File: src/hw/rtl/whp_pkg.sv
// Package for the WAV RIFF header parser: item types, tag constants, status codes.
// No dependencies; imported by the parser top level and its checker.
package whp_pkg;

    // Default minimum file length in bytes
    localparam int unsigned MIN_FILE_BYTES_DEF = 44;

    // Chunk tags, first byte in the most significant lane
    localparam logic [31:0] TAG_RIFF = 32'h5249_4646;
    localparam logic [31:0] TAG_WAVE = 32'h5741_5645;
    localparam logic [31:0] TAG_FMT  = 32'h666d_7420;
    localparam logic [31:0] TAG_DATA = 32'h6461_7461;

    // Smallest legal fmt chunk body
    localparam logic [31:0] FMT_MIN_LEN = 32'd16;

    // Summary status codes
    typedef enum logic [2:0] {
        ST_OK        = 3'd0,
        ST_TOO_SMALL = 3'd1,
        ST_NOT_WAVE  = 3'd2,
        ST_BAD_FMT   = 3'd3,
        ST_NOT_PCM   = 3'd4,
        ST_MISSING   = 3'd5
    } t_status;

    // One input item: a file byte and its last-byte flag
    typedef struct packed {
        logic [7:0] file_byte;
        logic       final_byte;
    } t_in_item;

    // One result item
    typedef struct packed {
        logic        pcm_valid;
        logic [7:0]  pcm_byte;
        logic        done_res;
        logic [2:0]  status;
        logic [15:0] channels;
        logic [31:0] rate_hz;
        logic [15:0] sample_depth;
        logic [31:0] data_length;
        logic [31:0] sample_frames;
    } t_out_item;

endpackage

File: src/hw/rtl/whp_stream_if.sv
// Valid/ready stream channel with a typed payload.
// No dependencies; the payload type is set per instance.
interface whp_stream_if #(
    parameter type T = logic
);
    logic valid;
    logic ready;
    T     data;

    modport source (output valid, output data, input ready);
    modport sink   (input valid, input data, output ready);
endinterface

File: src/hw/rtl/wav_riff_header_parser_unit.sv
// WAV RIFF header parser: one file byte per item in, one result item per byte out.
// Results are registered, valid in the cycle after the byte is accepted, except a final byte
// with status ok: it waits for the shared shift-subtract divider, 32 steps for bytes per
// sample and 32 for channels. Throughput: one byte per cycle while results are taken
// and the divider is idle. Reset (i_rst_n low, synchronous) returns the parser to the RIFF
// tag and drops any result. Depends on whp_pkg and whp_stream_if.
module wav_riff_header_parser_unit
    import whp_pkg::*;
#(
    parameter int unsigned MIN_FILE_BYTES = MIN_FILE_BYTES_DEF
) (
    input  logic                i_clk,
    input  logic                i_rst_n,
    whp_stream_if.sink          i_in,
    whp_stream_if.source        o_out
);

    typedef enum logic [2:0] {
        PH_RIFF,
        PH_HDR,
        PH_FMT,
        PH_DATA,
        PH_SKIP,
        PH_PAD,
        PH_STOP
    } t_phase;

    typedef enum logic [1:0] {
        CT_IDLE,
        CT_DIV_BPS,
        CT_DIV_CH
    } t_ctrl;

    // Parser state
    t_phase      r_phase,    n_phase;
    logic [31:0] r_offset,   n_offset;
    logic [31:0] r_tag,      n_tag;
    logic [31:0] r_len,      n_len;
    logic [31:0] r_left,     n_left;
    logic        r_pad,      n_pad;
    logic        r_fmt_seen, n_fmt_seen;
    logic        r_data_seen, n_data_seen;
    logic [15:0] r_ch,       n_ch;
    logic [31:0] r_rate,     n_rate;
    logic [15:0] r_bits,     n_bits;
    logic [31:0] r_payload,  n_payload;
    logic [2:0]  r_err,      n_err;
    logic        r_not_pcm,  n_not_pcm;

    // Sequencer and divider
    t_ctrl       r_ctrl;
    logic [31:0] r_quot,     n_quot;
    logic [15:0] r_rem,      n_rem;
    logic [15:0] r_div;
    logic [4:0]  r_cnt;

    // Output register
    logic        r_out_valid;
    t_out_item   r_out_data;

    logic        w_accept;
    logic [7:0]  w_b;
    logic [31:0] w_pos;
    logic [12:0] w_bps;
    t_status     w_st;
    t_out_item   w_item;
    logic [16:0] w_rem_sh;
    logic [16:0] w_diff;

    assign w_b      = i_in.data.file_byte;
    assign i_in.ready = (r_ctrl == CT_IDLE) && (!r_out_valid || o_out.ready);
    assign w_accept = i_in.valid && i_in.ready;
    assign o_out.valid = r_out_valid;
    assign o_out.data  = r_out_data;

    // Parse one byte
    always_comb begin
        n_phase     = r_phase;
        n_offset    = r_offset;
        n_tag       = r_tag;
        n_len       = r_len;
        n_left      = r_left;
        n_pad       = r_pad;
        n_fmt_seen  = r_fmt_seen;
        n_data_seen = r_data_seen;
        n_ch        = r_ch;
        n_rate      = r_rate;
        n_bits      = r_bits;
        n_payload   = r_payload;
        n_err       = r_err;
        n_not_pcm   = r_not_pcm;
        w_pos       = r_len - r_left;
        w_item      = '0;

        case (r_phase)
            PH_RIFF: begin
                n_tag = {r_tag[23:0], w_b};
                if (r_offset == 32'd3 && n_tag != TAG_RIFF) begin
                    n_err   = ST_NOT_WAVE;
                    n_phase = PH_STOP;
                end else if (r_offset == 32'd11) begin
                    if (n_tag != TAG_WAVE) begin
                        n_err   = ST_NOT_WAVE;
                        n_phase = PH_STOP;
                    end else begin
                        n_phase = PH_HDR;
                        n_left  = '0;
                        n_tag   = '0;
                        n_len   = '0;
                    end
                end
            end
            PH_HDR: begin
                // Tag bytes first, then the little-endian length
                if (r_left < 32'd4) begin
                    n_tag = {r_tag[23:0], w_b};
                end else begin
                    case (r_left[1:0])
                        2'd0:    n_len[7:0]   = r_len[7:0]   | w_b;
                        2'd1:    n_len[15:8]  = r_len[15:8]  | w_b;
                        2'd2:    n_len[23:16] = r_len[23:16] | w_b;
                        default: n_len[31:24] = r_len[31:24] | w_b;
                    endcase
                end
                n_left = r_left + 32'd1;
                // Header complete: open the body
                if (n_left >= 32'd8) begin
                    n_pad  = n_len[0];
                    n_left = n_len;
                    if (n_tag == TAG_FMT) begin
                        if (n_len < FMT_MIN_LEN) begin
                            n_err   = ST_BAD_FMT;
                            n_phase = PH_STOP;
                        end else begin
                            n_phase   = PH_FMT;
                            n_not_pcm = 1'b0;
                        end
                    end else begin
                        if (n_tag == TAG_DATA && !r_data_seen) begin
                            n_data_seen = 1'b1;
                            n_phase     = PH_DATA;
                        end else begin
                            n_phase = PH_SKIP;
                        end
                        // Empty body: straight to the next header
                        if (n_len == 32'd0) begin
                            n_phase = PH_HDR;
                            n_left  = '0;
                            n_tag   = '0;
                            n_len   = '0;
                        end
                    end
                end
            end
            PH_FMT, PH_DATA, PH_SKIP: begin
                if (r_phase == PH_FMT) begin
                    if (w_pos == 32'd0) begin
                        n_not_pcm = (w_b != 8'd1);
                    end else if (w_pos == 32'd1) begin
                        n_not_pcm = r_not_pcm || (w_b != 8'd0);
                    end else if (w_pos == 32'd2) begin
                        n_ch[7:0] = w_b;
                    end else if (w_pos == 32'd3) begin
                        n_ch[15:8] = w_b;
                    end else if (w_pos >= 32'd4 && w_pos <= 32'd7) begin
                        case (w_pos[1:0])
                            2'd0:    n_rate[7:0]   = w_b;
                            2'd1:    n_rate[15:8]  = w_b;
                            2'd2:    n_rate[23:16] = w_b;
                            default: n_rate[31:24] = w_b;
                        endcase
                    end else if (w_pos == 32'd14) begin
                        n_bits[7:0] = w_b;
                    end else if (w_pos == 32'd15) begin
                        n_bits[15:8] = w_b;
                    end
                end else if (r_phase == PH_DATA) begin
                    w_item.pcm_valid = 1'b1;
                    w_item.pcm_byte  = w_b;
                    if (r_payload != '1) begin
                        n_payload = r_payload + 32'd1;
                    end
                end
                if (r_left != 32'd0) begin
                    n_left = r_left - 32'd1;
                end
                // Body finished
                if (n_left == 32'd0) begin
                    if (r_phase == PH_FMT && n_not_pcm) begin
                        n_err   = ST_NOT_PCM;
                        n_phase = PH_STOP;
                    end else begin
                        if (r_phase == PH_FMT) begin
                            n_fmt_seen = 1'b1;
                        end
                        if (r_pad) begin
                            n_phase = PH_PAD;
                        end else begin
                            n_phase = PH_HDR;
                            n_left  = '0;
                            n_tag   = '0;
                            n_len   = '0;
                        end
                    end
                end
            end
            PH_PAD: begin
                n_phase = PH_HDR;
                n_left  = '0;
                n_tag   = '0;
                n_len   = '0;
            end
            default: begin
            end
        endcase

        if (r_offset != '1) begin
            n_offset = r_offset + 32'd1;
        end

        // Summary on the final byte
        w_bps = n_bits[15:3];
        if (n_offset < 32'(MIN_FILE_BYTES)) begin
            w_st = ST_TOO_SMALL;
        end else if (n_err != ST_OK) begin
            w_st = t_status'(n_err);
        end else if (n_phase == PH_FMT) begin
            w_st = ST_BAD_FMT;
        end else if (!n_fmt_seen || !n_data_seen || n_payload == 32'd0) begin
            w_st = ST_MISSING;
        end else if (w_bps == 13'd0 || n_ch == 16'd0) begin
            w_st = ST_BAD_FMT;
        end else begin
            w_st = ST_OK;
        end

        if (i_in.data.final_byte) begin
            w_item.done_res = 1'b1;
            w_item.status   = w_st;
            if (w_st == ST_OK) begin
                w_item.channels     = n_ch;
                w_item.rate_hz      = n_rate;
                w_item.sample_depth = n_bits;
                w_item.data_length  = n_payload;
            end
        end
    end

    // Shared restoring divider step: one quotient bit per cycle
    always_comb begin
        w_rem_sh = {r_rem, r_quot[31]};
        w_diff   = w_rem_sh - {1'b0, r_div};
        if (w_rem_sh >= {1'b0, r_div}) begin
            n_rem  = w_diff[15:0];
            n_quot = {r_quot[30:0], 1'b1};
        end else begin
            n_rem  = w_rem_sh[15:0];
            n_quot = {r_quot[30:0], 1'b0};
        end
    end

    // Hold state, sequence the divider, drive the output register
    always_ff @(posedge i_clk) begin
        if (!i_rst_n) begin
            r_phase     <= PH_RIFF;
            r_offset    <= '0;
            r_tag       <= '0;
            r_len       <= '0;
            r_left      <= '0;
            r_pad       <= 1'b0;
            r_fmt_seen  <= 1'b0;
            r_data_seen <= 1'b0;
            r_ch        <= '0;
            r_rate      <= '0;
            r_bits      <= '0;
            r_payload   <= '0;
            r_err       <= '0;
            r_not_pcm   <= 1'b0;
            r_ctrl      <= CT_IDLE;
            r_cnt       <= '0;
            r_out_valid <= 1'b0;
        end else begin
            case (r_ctrl)
                CT_IDLE: begin
                    if (w_accept) begin
                        if (i_in.data.final_byte) begin
                            // Back to the reset state for the next file
                            r_phase     <= PH_RIFF;
                            r_offset    <= '0;
                            r_tag       <= '0;
                            r_len       <= '0;
                            r_left      <= '0;
                            r_pad       <= 1'b0;
                            r_fmt_seen  <= 1'b0;
                            r_data_seen <= 1'b0;
                            r_ch        <= '0;
                            r_rate      <= '0;
                            r_bits      <= '0;
                            r_payload   <= '0;
                            r_err       <= '0;
                            r_not_pcm   <= 1'b0;
                        end else begin
                            r_phase     <= n_phase;
                            r_offset    <= n_offset;
                            r_tag       <= n_tag;
                            r_len       <= n_len;
                            r_left      <= n_left;
                            r_pad       <= n_pad;
                            r_fmt_seen  <= n_fmt_seen;
                            r_data_seen <= n_data_seen;
                            r_ch        <= n_ch;
                            r_rate      <= n_rate;
                            r_bits      <= n_bits;
                            r_payload   <= n_payload;
                            r_err       <= n_err;
                            r_not_pcm   <= n_not_pcm;
                        end
                        r_out_data <= w_item;
                        if (i_in.data.final_byte && w_st == ST_OK) begin
                            // Frames still to compute: start with bytes per sample
                            r_out_valid <= 1'b0;
                            r_quot      <= n_payload;
                            r_rem       <= '0;
                            r_div       <= {3'd0, w_bps};
                            r_cnt       <= '0;
                            r_ctrl      <= CT_DIV_BPS;
                        end else begin
                            r_out_valid <= 1'b1;
                        end
                    end else if (o_out.ready) begin
                        // Drop the result once taken
                        r_out_valid <= 1'b0;
                    end
                end
                CT_DIV_BPS: begin
                    r_quot <= n_quot;
                    r_cnt  <= r_cnt + 5'd1;
                    if (r_cnt == '1) begin
                        // Second pass divides the quotient by channels
                        r_rem  <= '0;
                        r_div  <= r_out_data.channels;
                        r_ctrl <= CT_DIV_CH;
                    end else begin
                        r_rem  <= n_rem;
                    end
                end
                CT_DIV_CH: begin
                    r_quot <= n_quot;
                    r_rem  <= n_rem;
                    r_cnt  <= r_cnt + 5'd1;
                    if (r_cnt == '1) begin
                        r_out_data.sample_frames <= n_quot;
                        r_out_valid              <= 1'b1;
                        r_ctrl                   <= CT_IDLE;
                    end
                end
                default: begin
                    r_ctrl <= CT_IDLE;
                end
            endcase
        end
    end

endmodule

File: src/flat_wrapper.sv
// flat-port wrapper written by rule: the top's interface ports become plain ports
module wav_riff_header_parser_unit_flat import whp_pkg::*;
#(
    parameter int unsigned MIN_FILE_BYTES = MIN_FILE_BYTES_DEF
)
  (i_clk, i_rst_n, i_in_valid, i_in_data, i_in_ready, o_out_valid, o_out_data, o_out_ready);
  whp_stream_if #(.T(t_in_item)) i_in_i ();
  whp_stream_if #(.T(t_out_item)) o_out_i ();
  input  logic i_clk;
  input  logic i_rst_n;
  input wire logic [$bits(i_in_i.valid)-1:0] i_in_valid;
  input wire logic [$bits(i_in_i.data)-1:0] i_in_data;
  output wire logic [$bits(i_in_i.ready)-1:0] i_in_ready;
  output wire logic [$bits(o_out_i.valid)-1:0] o_out_valid;
  output wire logic [$bits(o_out_i.data)-1:0] o_out_data;
  input wire logic [$bits(o_out_i.ready)-1:0] o_out_ready;
  assign i_in_i.valid = i_in_valid;
  assign i_in_i.data = i_in_data;
  assign i_in_ready = i_in_i.ready;
  assign o_out_valid = o_out_i.valid;
  assign o_out_data = o_out_i.data;
  assign o_out_i.ready = o_out_ready;
  wav_riff_header_parser_unit #(.MIN_FILE_BYTES(MIN_FILE_BYTES)) u_core (.i_clk(i_clk), .i_rst_n(i_rst_n), .i_in(i_in_i), .o_out(o_out_i));
endmodule
File: config.mk
export PLATFORM = sky130hd
export DESIGN_NAME = wav_riff_header_parser_unit_flat
export DESIGN_NICKNAME = d
export VERILOG_FILES = /design/src/hw/rtl/whp_pkg.sv /design/src/hw/rtl/whp_stream_if.sv /design/src/hw/rtl/wav_riff_header_parser_unit.sv /design/src/flat_wrapper.sv
export SDC_FILE = /design/constraint.sdc
export NUM_CORES = 1
export LEC_CHECK = 0
export BUFFER_PORTS_ARGS = -buffer_cell sky130_fd_sc_hd__buf_2
export CAP_MARGIN = 20
export CORE_MARGIN = 3
export CORE_UTILIZATION = 56
export DETAILED_ROUTE_END_ITERATION = 7
export GPL_ROUTABILITY_DRIVEN = 0
export PLACE_DENSITY = 0.77
export SKIP_CTS_REPAIR_TIMING = 1
export SLEW_MARGIN = 20
export SYNTH_ARGS = -nofsm -noshare
export SYNTH_HDL_FRONTEND = slang
export SYNTH_SLANG_ARGS = --single-unit
export TNS_END_PERCENT = 20
File: constraint.sdc
create_clock -name i_clk -period 5.7 [get_ports i_clk]
set_input_delay 0.285 -clock i_clk [delete_from_list [all_inputs] [get_ports i_clk]]
set_output_delay 0.285 -clock i_clk [all_outputs]
set_load 0.01 [all_outputs]
==> results of run 1 <==
-- power groups by stage --
stage / clock network, W / logic, W / registers (W)
after global placement: 0 / 0.000316 / 0.00348
after floorplan: 0 / 0.000165 / 0.00349
after global routing: 0.00336 / 0.000348 / 0.00341
after detailed placement: 0 / 0.000321 / 0.00348
final: 0.00321 / 0.000331 / 0.00341
after CTS: 0.00323 / 0.000322 / 0.00341
-- through the flow --
step           hold WS [ns]  TNS [ns]
2_1_floorplan        0.3839    -10.77
3_3_place_gp         0.4500         0
3_5_place_dp         0.4618         0
4_1_cts            -0.09711         0
5_1_grt             0.07207         0
6_report            0.08269         0
-- cell families after synthesis --
group,after synthesis,share of synthesized area [%]
xor gates and xnor gates,103,3.459
muxes,136,5.354
adders and majority gates,62,3.032
AOI/OAI and AO/OA,676,17.59
buffers and inverters,310,4.649
and+or+nand+nor,1123,23.73
DFF,447,42.18
-- layer usage --
metal  global-route usage [%]  share of wire (%)  vias to the layer above
met5                        0                  0                        -
met2                    46.14                 45                     1387
li1                         -                  -                    10650
met1                    39.96                 41                    11110
met3                    6.540                 10                      287
met4                    11.79                4.1                        0
-- cell usage in the layout (no fill, tap or decap), types with 81 or more instances in the layout --
| cell type | synthesis | routed |
|---|---|---|
| mux2i_1 | 108 | 108 |
| dfxtp_1 | 242 | 241 |
| inv_1 | 95 | 95 |
| edfxtp_1 | 205 | 205 |
| o21ai_0 | 108 | 107 |
| nand2_1 | 139 | 138 |
| nor2b_1 | 195 | 194 |
| nand3_1 | 82 | 81 |
| a21oi_1 | 133 | 131 |
| a22oi_1 | 139 | 139 |
| nor2_1 | 260 | 258 |
| buf_2 | 23 | 154 |
-- worst max-delay path, delay by kind of cell, from the launching register on --
kind                       cells  cell delay [ns]
adders and majority gates      2             0.62
DFF                            1             0.38
AOI/OAI and AO/OA              9             2.34
buffers and inverters          4             0.91
and+or+nand+nor                4             1.11
-- flip-flops by register name, summed over array words and instances, names as in the netlist --
| name | flops |
|---|---|
| u_core.r_not_pcm | 1 |
| u_core.r_fmt_seen | 1 |
| u_core.r_ch | 16 |
| u_core.r_pad | 1 |
| u_core.r_tag | 32 |
| u_core.r_div | 16 |
| u_core.r_quot | 32 |
| u_core.r_rem | 16 |
| u_core.r_rate | 32 |
| u_core.r_data_seen | 1 |
| u_core.r_cnt | 5 |
| u_core.r_left | 32 |
| u_core.r_len | 32 |
| u_core.o_out.valid | 1 |
| u_core.r_payload | 32 |
| u_core.r_ctrl | 2 |
| u_core.r_offset | 32 |
| u_core.o_out.data | 141 |
| u_core.r_err | 3 |
| u_core.r_bits | 16 |
| u_core.r_phase | 3 |
-- path summary, 6_finish.rpt --
kind,startpoint,endpoint,slack (ns),depth (start not counted)
worst max-delay path,u_core.r_len[0],u_core.r_left[0],0.22,19
worst min register to register,u_core.r_tag[29],u_core.r_tag[29],0.48,1
worst max register to register,u_core.r_len[0],u_core.r_left[0],0.22,19
worst min-delay path,o_out_ready,u_core.o_out.valid,0.08,3
-- area by class of cell --
type	count	area [sq um]	share of cell area (%)
multi-input cells	2100	13960	47.89
flip-flops and latches	447	11000	37.73
repair buffers	239	1464	5.021
clock buffers	68	1408	4.828
well taps	600	750.7	2.575
inverters	95	356.6	1.223
clock inverters	17	211.5	0.7253
==> summary.md, run 1 <==
| Metric | Value |
|---|---|
| Final wirelength | between 70 and 80 mm |
| Max Clk Rate | 0.1824 GHz |
| Layout cells sized above 1 | a little over an eighth |
| Worst path slowest cell | a2111o_1 |
| Post-route ant nets | 0 |
| CP required | between 6 and 7 ns |
| Post-route clock period utilization | between 90% and 100% |
| Mapped cell area | 0.02608 sq mm |
| Clock Tree Buf Depth | 3 |
| Pin count of the biggest net entering global routing | 88 |
| Total GRT Usage | between 20% and 30% |
| Routed length per instance | 21.50 um |
| Main synth FF type | dfxtp_1 |
| Synth warn | 0 |
| Synth Area per Inst | between 9 and 10 sq um |
| Crit. End Element | flop |
| Top-count cell post-synth | nor2_1 |
| Initial Util | a little under three fifths |
| Clock network fraction of design power | 46.2% |
| Die area | slightly below 0.05 sq mm |
| CTS Buf Count | between 40 and 50 |
| Grt ovf | 0 |
| Slew @ Worst Pin | between 1 and 1.5 ns |
| HPWL Detailed | roughly 53 mm |
| Failing checks | DRC |
| Post-synth cell types | 96 |
| I/O Pins | about 160 |
| Internal Power | approximately 0.0054 W |
| CTS tree | yes |
| Worst Skew | between 0.015 and 0.02 ns |
| Setup-failing EPs final | 0 |
| DRT Pass-1 Iters | 8 |
| Ranking of synthesized cells by area | edfxtp_1 (24%), dfxtp_1 (19%), nor2b_1 (4.7%), mux2i_1 (4.1%), a22oi_1 (4.0%) |
| Mapped Cells | around 2900 |
| Setup Slack @ Placement | around 0.18 ns |
| Core area | 0.04567 sq mm |
| Min-delay worst type | in -> reg |
| Port bufs | between 150 and 200 |
| Post-synth EDFFs | around 210 |
| Drt drc | 21 |
| Most frequent cells after synthesis | nor2_1 (260), dfxtp_1 (242), edfxtp_1 (205) |
| Placed cell area | 0.02746 sq mm |
| Layout area overhead | 11.80% |
| Synthesized flop and latch total | ~450 |
| Seq/Total Area, Yosys | a little over two fifths |
| Vias | 23440 |
| Post-synth ARST share | 0% |
| Post-Syn Nets | 2932 |
| Clock sink count | roughly 450 |
| Clk root buf | clkbuf_16 |
| Fin. Hold Viols | 0 |
| Switching part of the total | between 20% and 30% |
| Vias in the first global route | about 22000 |
| RSZ-0062 raised after global routing | false |
| Slew HR | approximately 30% |
| Final-layout fill cell count | 3674 |
| Row Count | 78 |
| Initial antenna violation count | 0 |
| Switching Power | 0.001576 W |
| PnR worst setup slack | between 0.2 and 0.25 ns |
| Pwr Total | between 0.006 and 0.007 W |
| Worst path max stage delay | 0.49 ns |
| Yosys top cell area share | between 20% and 30% |
| VDD IR max | around 200 uV |
| CTS clk-pin slew, worst paths | 0.06 ns |
| Crit-path cells | inv_1 -> ha_1 -> fa_1 -> nand2b_1 -> a211oi_4 -> o2111ai_1 -> a311oi_2 -> a22oi_1 -> or3_1 -> a2111o_1 -> nand4b_1 -> o21ai_1 -> buf_4 -> o22a_1 -> buf_4 -> inv_1 -> and3_1 -> o31ai_1 -> a21boi_0 |
| Depth of the CTS H-tree | 2 |
| Fin. max-slew vios | 0 |
| Maximum capacitance violations | 0 |
| Fin area | ~0.03 sq mm |
| Seq pwr share | between 40% and 50% |
| Nets@finish | between 3000 and 4000 |
| Die width | between 200 and 250 um |
| Outcome | finished with violations |
| N_diodes | 0 |
| Vias per inst | about 6.6 |
| Fin util | a little under two thirds |
| Final Non-Filler Cells | 3566 |
| Placed cells | 3478 |
| Clk Latency, worst-skew pair | around 0.6 ns |
| Pwr/cell area | 238.3 mW/mm^2 |
| First-pass GRT wire length | between 100 and 150 mm |
| P_leak | 10.72 nW |
| Initial DRC count | 3091 |
| Logic pwr share | 4.8% |
| Critical path peak fanout | 30 |
| Critical path launch point type | flop |
| Yosys top cell by area | edfxtp_1 |
| Worst EP arrival | approximately 6 ns |
| CP Class | reg -> reg |
| Chip Height | roughly 220 um |
| Min Tclk post-route | 5.484 ns |
(Power assumes the default switching activity.)
==> run 2: changes to the inputs <==
--- a/config.mk
+++ b/config.mk
@@ -8,10 +8,10 @@
 export BUFFER_PORTS_ARGS = -buffer_cell sky130_fd_sc_hd__buf_2
 export CAP_MARGIN = 20
 export CORE_MARGIN = 3
-export CORE_UTILIZATION = 56
+export CORE_UTILIZATION = 65
 export DETAILED_ROUTE_END_ITERATION = 7
 export GPL_ROUTABILITY_DRIVEN = 0
-export PLACE_DENSITY = 0.77
+export PLACE_DENSITY = 0.84
 export SKIP_CTS_REPAIR_TIMING = 1
 export SLEW_MARGIN = 20
 export SYNTH_ARGS = -nofsm -noshare
==> constraint.sdc (replaced) <==
create_clock -name i_clk -period 6.5 [get_ports i_clk]
set_input_delay 0.325 -clock i_clk [delete_from_list [all_inputs] [get_ports i_clk]]
set_output_delay 0.325 -clock i_clk [all_outputs]
set_load 0.01 [all_outputs]
==> run 2 against run 1 <==
The run still ends with DRC left; first-iteration DRC count down 6.9%; final area shrank 1.3%; largest power group unchanged; critical path type unchanged; final cell count decreased by 3.3%.
==> summary.md, run 2 (synthesized netlist as in run 1, its figures left out) <==
| Metric | Value |
|---|---|
| Critical path peak fanout | 32 (+6.7%) |
| Slew @ Worst Pin | 1.045 ns (-0.008558 ns) |
| Most common cell after layout, fill and taps aside | nor2_1 |
| Grt ovf | 0 (unchanged) |
| DRT Pass-1 Iters | 8 (unchanged) |
| Layout area overhead | 10.29% |
| Clock sink count | 447 (unchanged) |
| Worst EP arrival | 6.48 ns (+0.53 ns) |
| Depth of the CTS H-tree | 2 (unchanged) |
| Initial DRC count | 2877 (-6.9%) |
| Maximum capacitance violations | 0 (unchanged) |
| Min-delay worst type | in -> reg |
| Vias in the first global route | 22560 (+2.2%) |
| Pwr/cell area | 213.8 mW/mm^2 (-10%) |
| Register-to-register setup slack | 0.30 ns (+0.08 ns) |
| Fin. Hold Viols | 0 (unchanged) |
| Max reg flops | 141 (unchanged) |
| Post-route clock period utilization | 95.39% (-0.82 points) |
| Vias | 23690 (+1.1%) |
| Worst r2r path cells | 16 (-3) |
| Post-route ant nets | 0 (unchanged) |
| Placed cell area | 0.02710 sq mm (-1.3%) |
| Critical path launch point type | flop |
| P_leak | 10.54 nW (-1.7%) |
| Die area | 0.04256 sq mm (-13%) |
| Fin. max-slew vios | 0 (unchanged) |
| Setup Slack @ Placement | 0.3460 ns (+0.1611 ns) |
| I/O Pins | 156 (unchanged) |
| Port bufs | 155 (unchanged) |
| Failing checks | DRC |
| Vias per inst | 6.870 (+4.5%) |
| CP required | 6.78 ns (+0.62 ns) |
| Crit. End Element | flop |
| Final wirelength | 76.18 mm (-0.62%) |
| Initial antenna violation count | 0 (unchanged) |
| Routed length on met2 | 34.92 mm (+1.8%) |
| PnR worst setup slack | 0.2997 ns (+0.08365 ns) |
| FF-to-FF Start | u_core.r_left[6] |
| CTS tree | yes |
| N_diodes | 0 (unchanged) |
| Worst Skew | 0.03588 ns (+0.01815 ns) |
| Initial Util | 66.70% (+9.6 points) |
| Total GRT Usage | 35.10% (+5.6 points) |
| Clock Tree Buf Depth | 3 (unchanged) |
| Nets@finish | 2970 (-1.1%) |
| Pin count of the biggest net entering global routing | 77 (-13%) |
| Most frequent CP cell | or3_1 |
| Most frequent cells in the layout | nor2_1 (259), dfxtp_1 (239), edfxtp_1 (205) |
| First-pass GRT wire length | 120.1 mm (+0.12%) |
| Layout cells sized above 1 | 12.66% (-0.90 points) |
| HPWL Detailed | 51.70 mm (-1.6%) |
| Worst flop-to-flop path endpoint | u_core.r_quot[25] |
| Die width | 206.3 um (-7.0%) |
| Drt drc | 1 (-95%) |
| Setup-failing EPs final | 0 (unchanged) |
| Worst path slowest cell | or4b_1 |
| Cells on Worst Hold Path | 3 (unchanged) |
| Outcome | finished with violations |
| CTS Buf Count | 45 (-2.2%) |
| Core area | 0.03910 sq mm (-14%) |
| Metal-1 WL | 29.19 mm (-6.9%) |
| CP Class | reg -> reg |
| Slew HR | 29.79% (+0.034 points) |
| Top routing layer used | met4 |
| Max Clk Rate | 0.1613 GHz (-12%) |
| Chip Height | 206.3 um (-7.0%) |
| Routed length per instance | 22.09 um (+2.8%) |
| Hold EP | u_core.r_len[4] |
| Worst path max stage delay | 0.62 ns (+0.13 ns) |
| Clk Latency, worst-skew pair | 0.62 ns (+0.03 ns) |
| Fin area | 0.02876 sq mm (-1.3%) |
| RSZ-0062 raised after global routing | false |
| Hold Path Origin | i_in_data[5] |
| Row Count | 72 (-7.7%) |
| Setup_tns | 0 ns (unchanged) |
| Min Tclk post-route | 6.200 ns (+0.7164 ns) |
| Clk root buf | clkbuf_16 |
| CTS clk-pin slew, worst paths | 0.06 ns (about the same) |
| Met3 wire length | 8.060 mm (+2.5%) |
| VDD IR max | 225.3 uV (+15%) |
| Crit-path cells | inv_1 -> ha_1 -> a21oi_2 -> nor3_1 -> or3_1 -> or3_1 -> a2111oi_0 -> nand4b_1 -> or2_1 -> or4b_1 -> mux2i_1 -> a2111oi_4 -> a41oi_2 -> nor2_1 -> and2_1 -> buf_12 |
## run 2: power by group
group | switching, W | internal [W] | leakage (nW)
Combinational | 0.000212 | 0.0000776 | 5.78
Clock | 0.00117 | 0.00171 | 0.798
Sequential | 0.0000194 | 0.00297 | 3.96
## run 2: final cells by class
class / count / area (sq um)
multi-input cells: 2100 / 13940
fillers: 2810 / 10330
well taps: 518 / 648.1
clock inverters: 25 / 366.6
inverters: 95 / 356.6
clock buffers: 58 / 1265
flip-flops and latches: 447 / 11000
repair buffers: 206 / 1184
## run 2: metrics by stage
stage	util (%)	power [W]	hold slack, ns	cells
5_1_grt	73.57	0.006287	0.1602	3449
3_5_place_dp	69.31	0.003326	0.4566	3365
6_report	73.57	0.006150	0.1555	3449
2_1_floorplan	-	0.003208	0.4239	2857
4_1_cts	73.48	0.006158	0.1391	3448
3_3_place_gp	69.31	0.003319	0.4481	3365
## run 2: metal layers
| layer | track usage (%) | vias up |
|---|---|---|
| met3 | 7.607 | 327 |
| met5 | 0 | - |
| met1 | 45.89 | 11270 |
| met2 | 55.62 | 1519 |
| li1 | - | 10580 |
| met4 | 17.02 | 0 |
## run 2: worst max-delay path by stage
stage                     start                 to  slack, ns  cells after the start
2_1_floorplan  u_core.r_left[6]    u_core.r_div[0]       0.36                     17
3_3_place_gp    u_core.r_len[0]  u_core.r_quot[15]       0.69                     18
3_5_place_dp   u_core.r_left[8]  u_core.r_quot[13]       0.35                     17
4_1_cts        u_core.r_left[8]  u_core.r_quot[25]       0.26                     17
5_1_grt        u_core.r_left[6]  u_core.r_quot[23]      0.001                     17
6_report       u_core.r_left[6]  u_core.r_quot[25]       0.30                     16
## run 2: critical path: cells and delay by family (launching register included)
kind	cells	cell delay, ns
AO/OA/AOI/OAI	4	1.48
multiplexers	1	0.22
flip-flops	1	0.55
AND/OR/NAND/NOR	8	2.79
buffers and inverters	2	0.36
adder cells (fa/ha/maj)	1	0.41
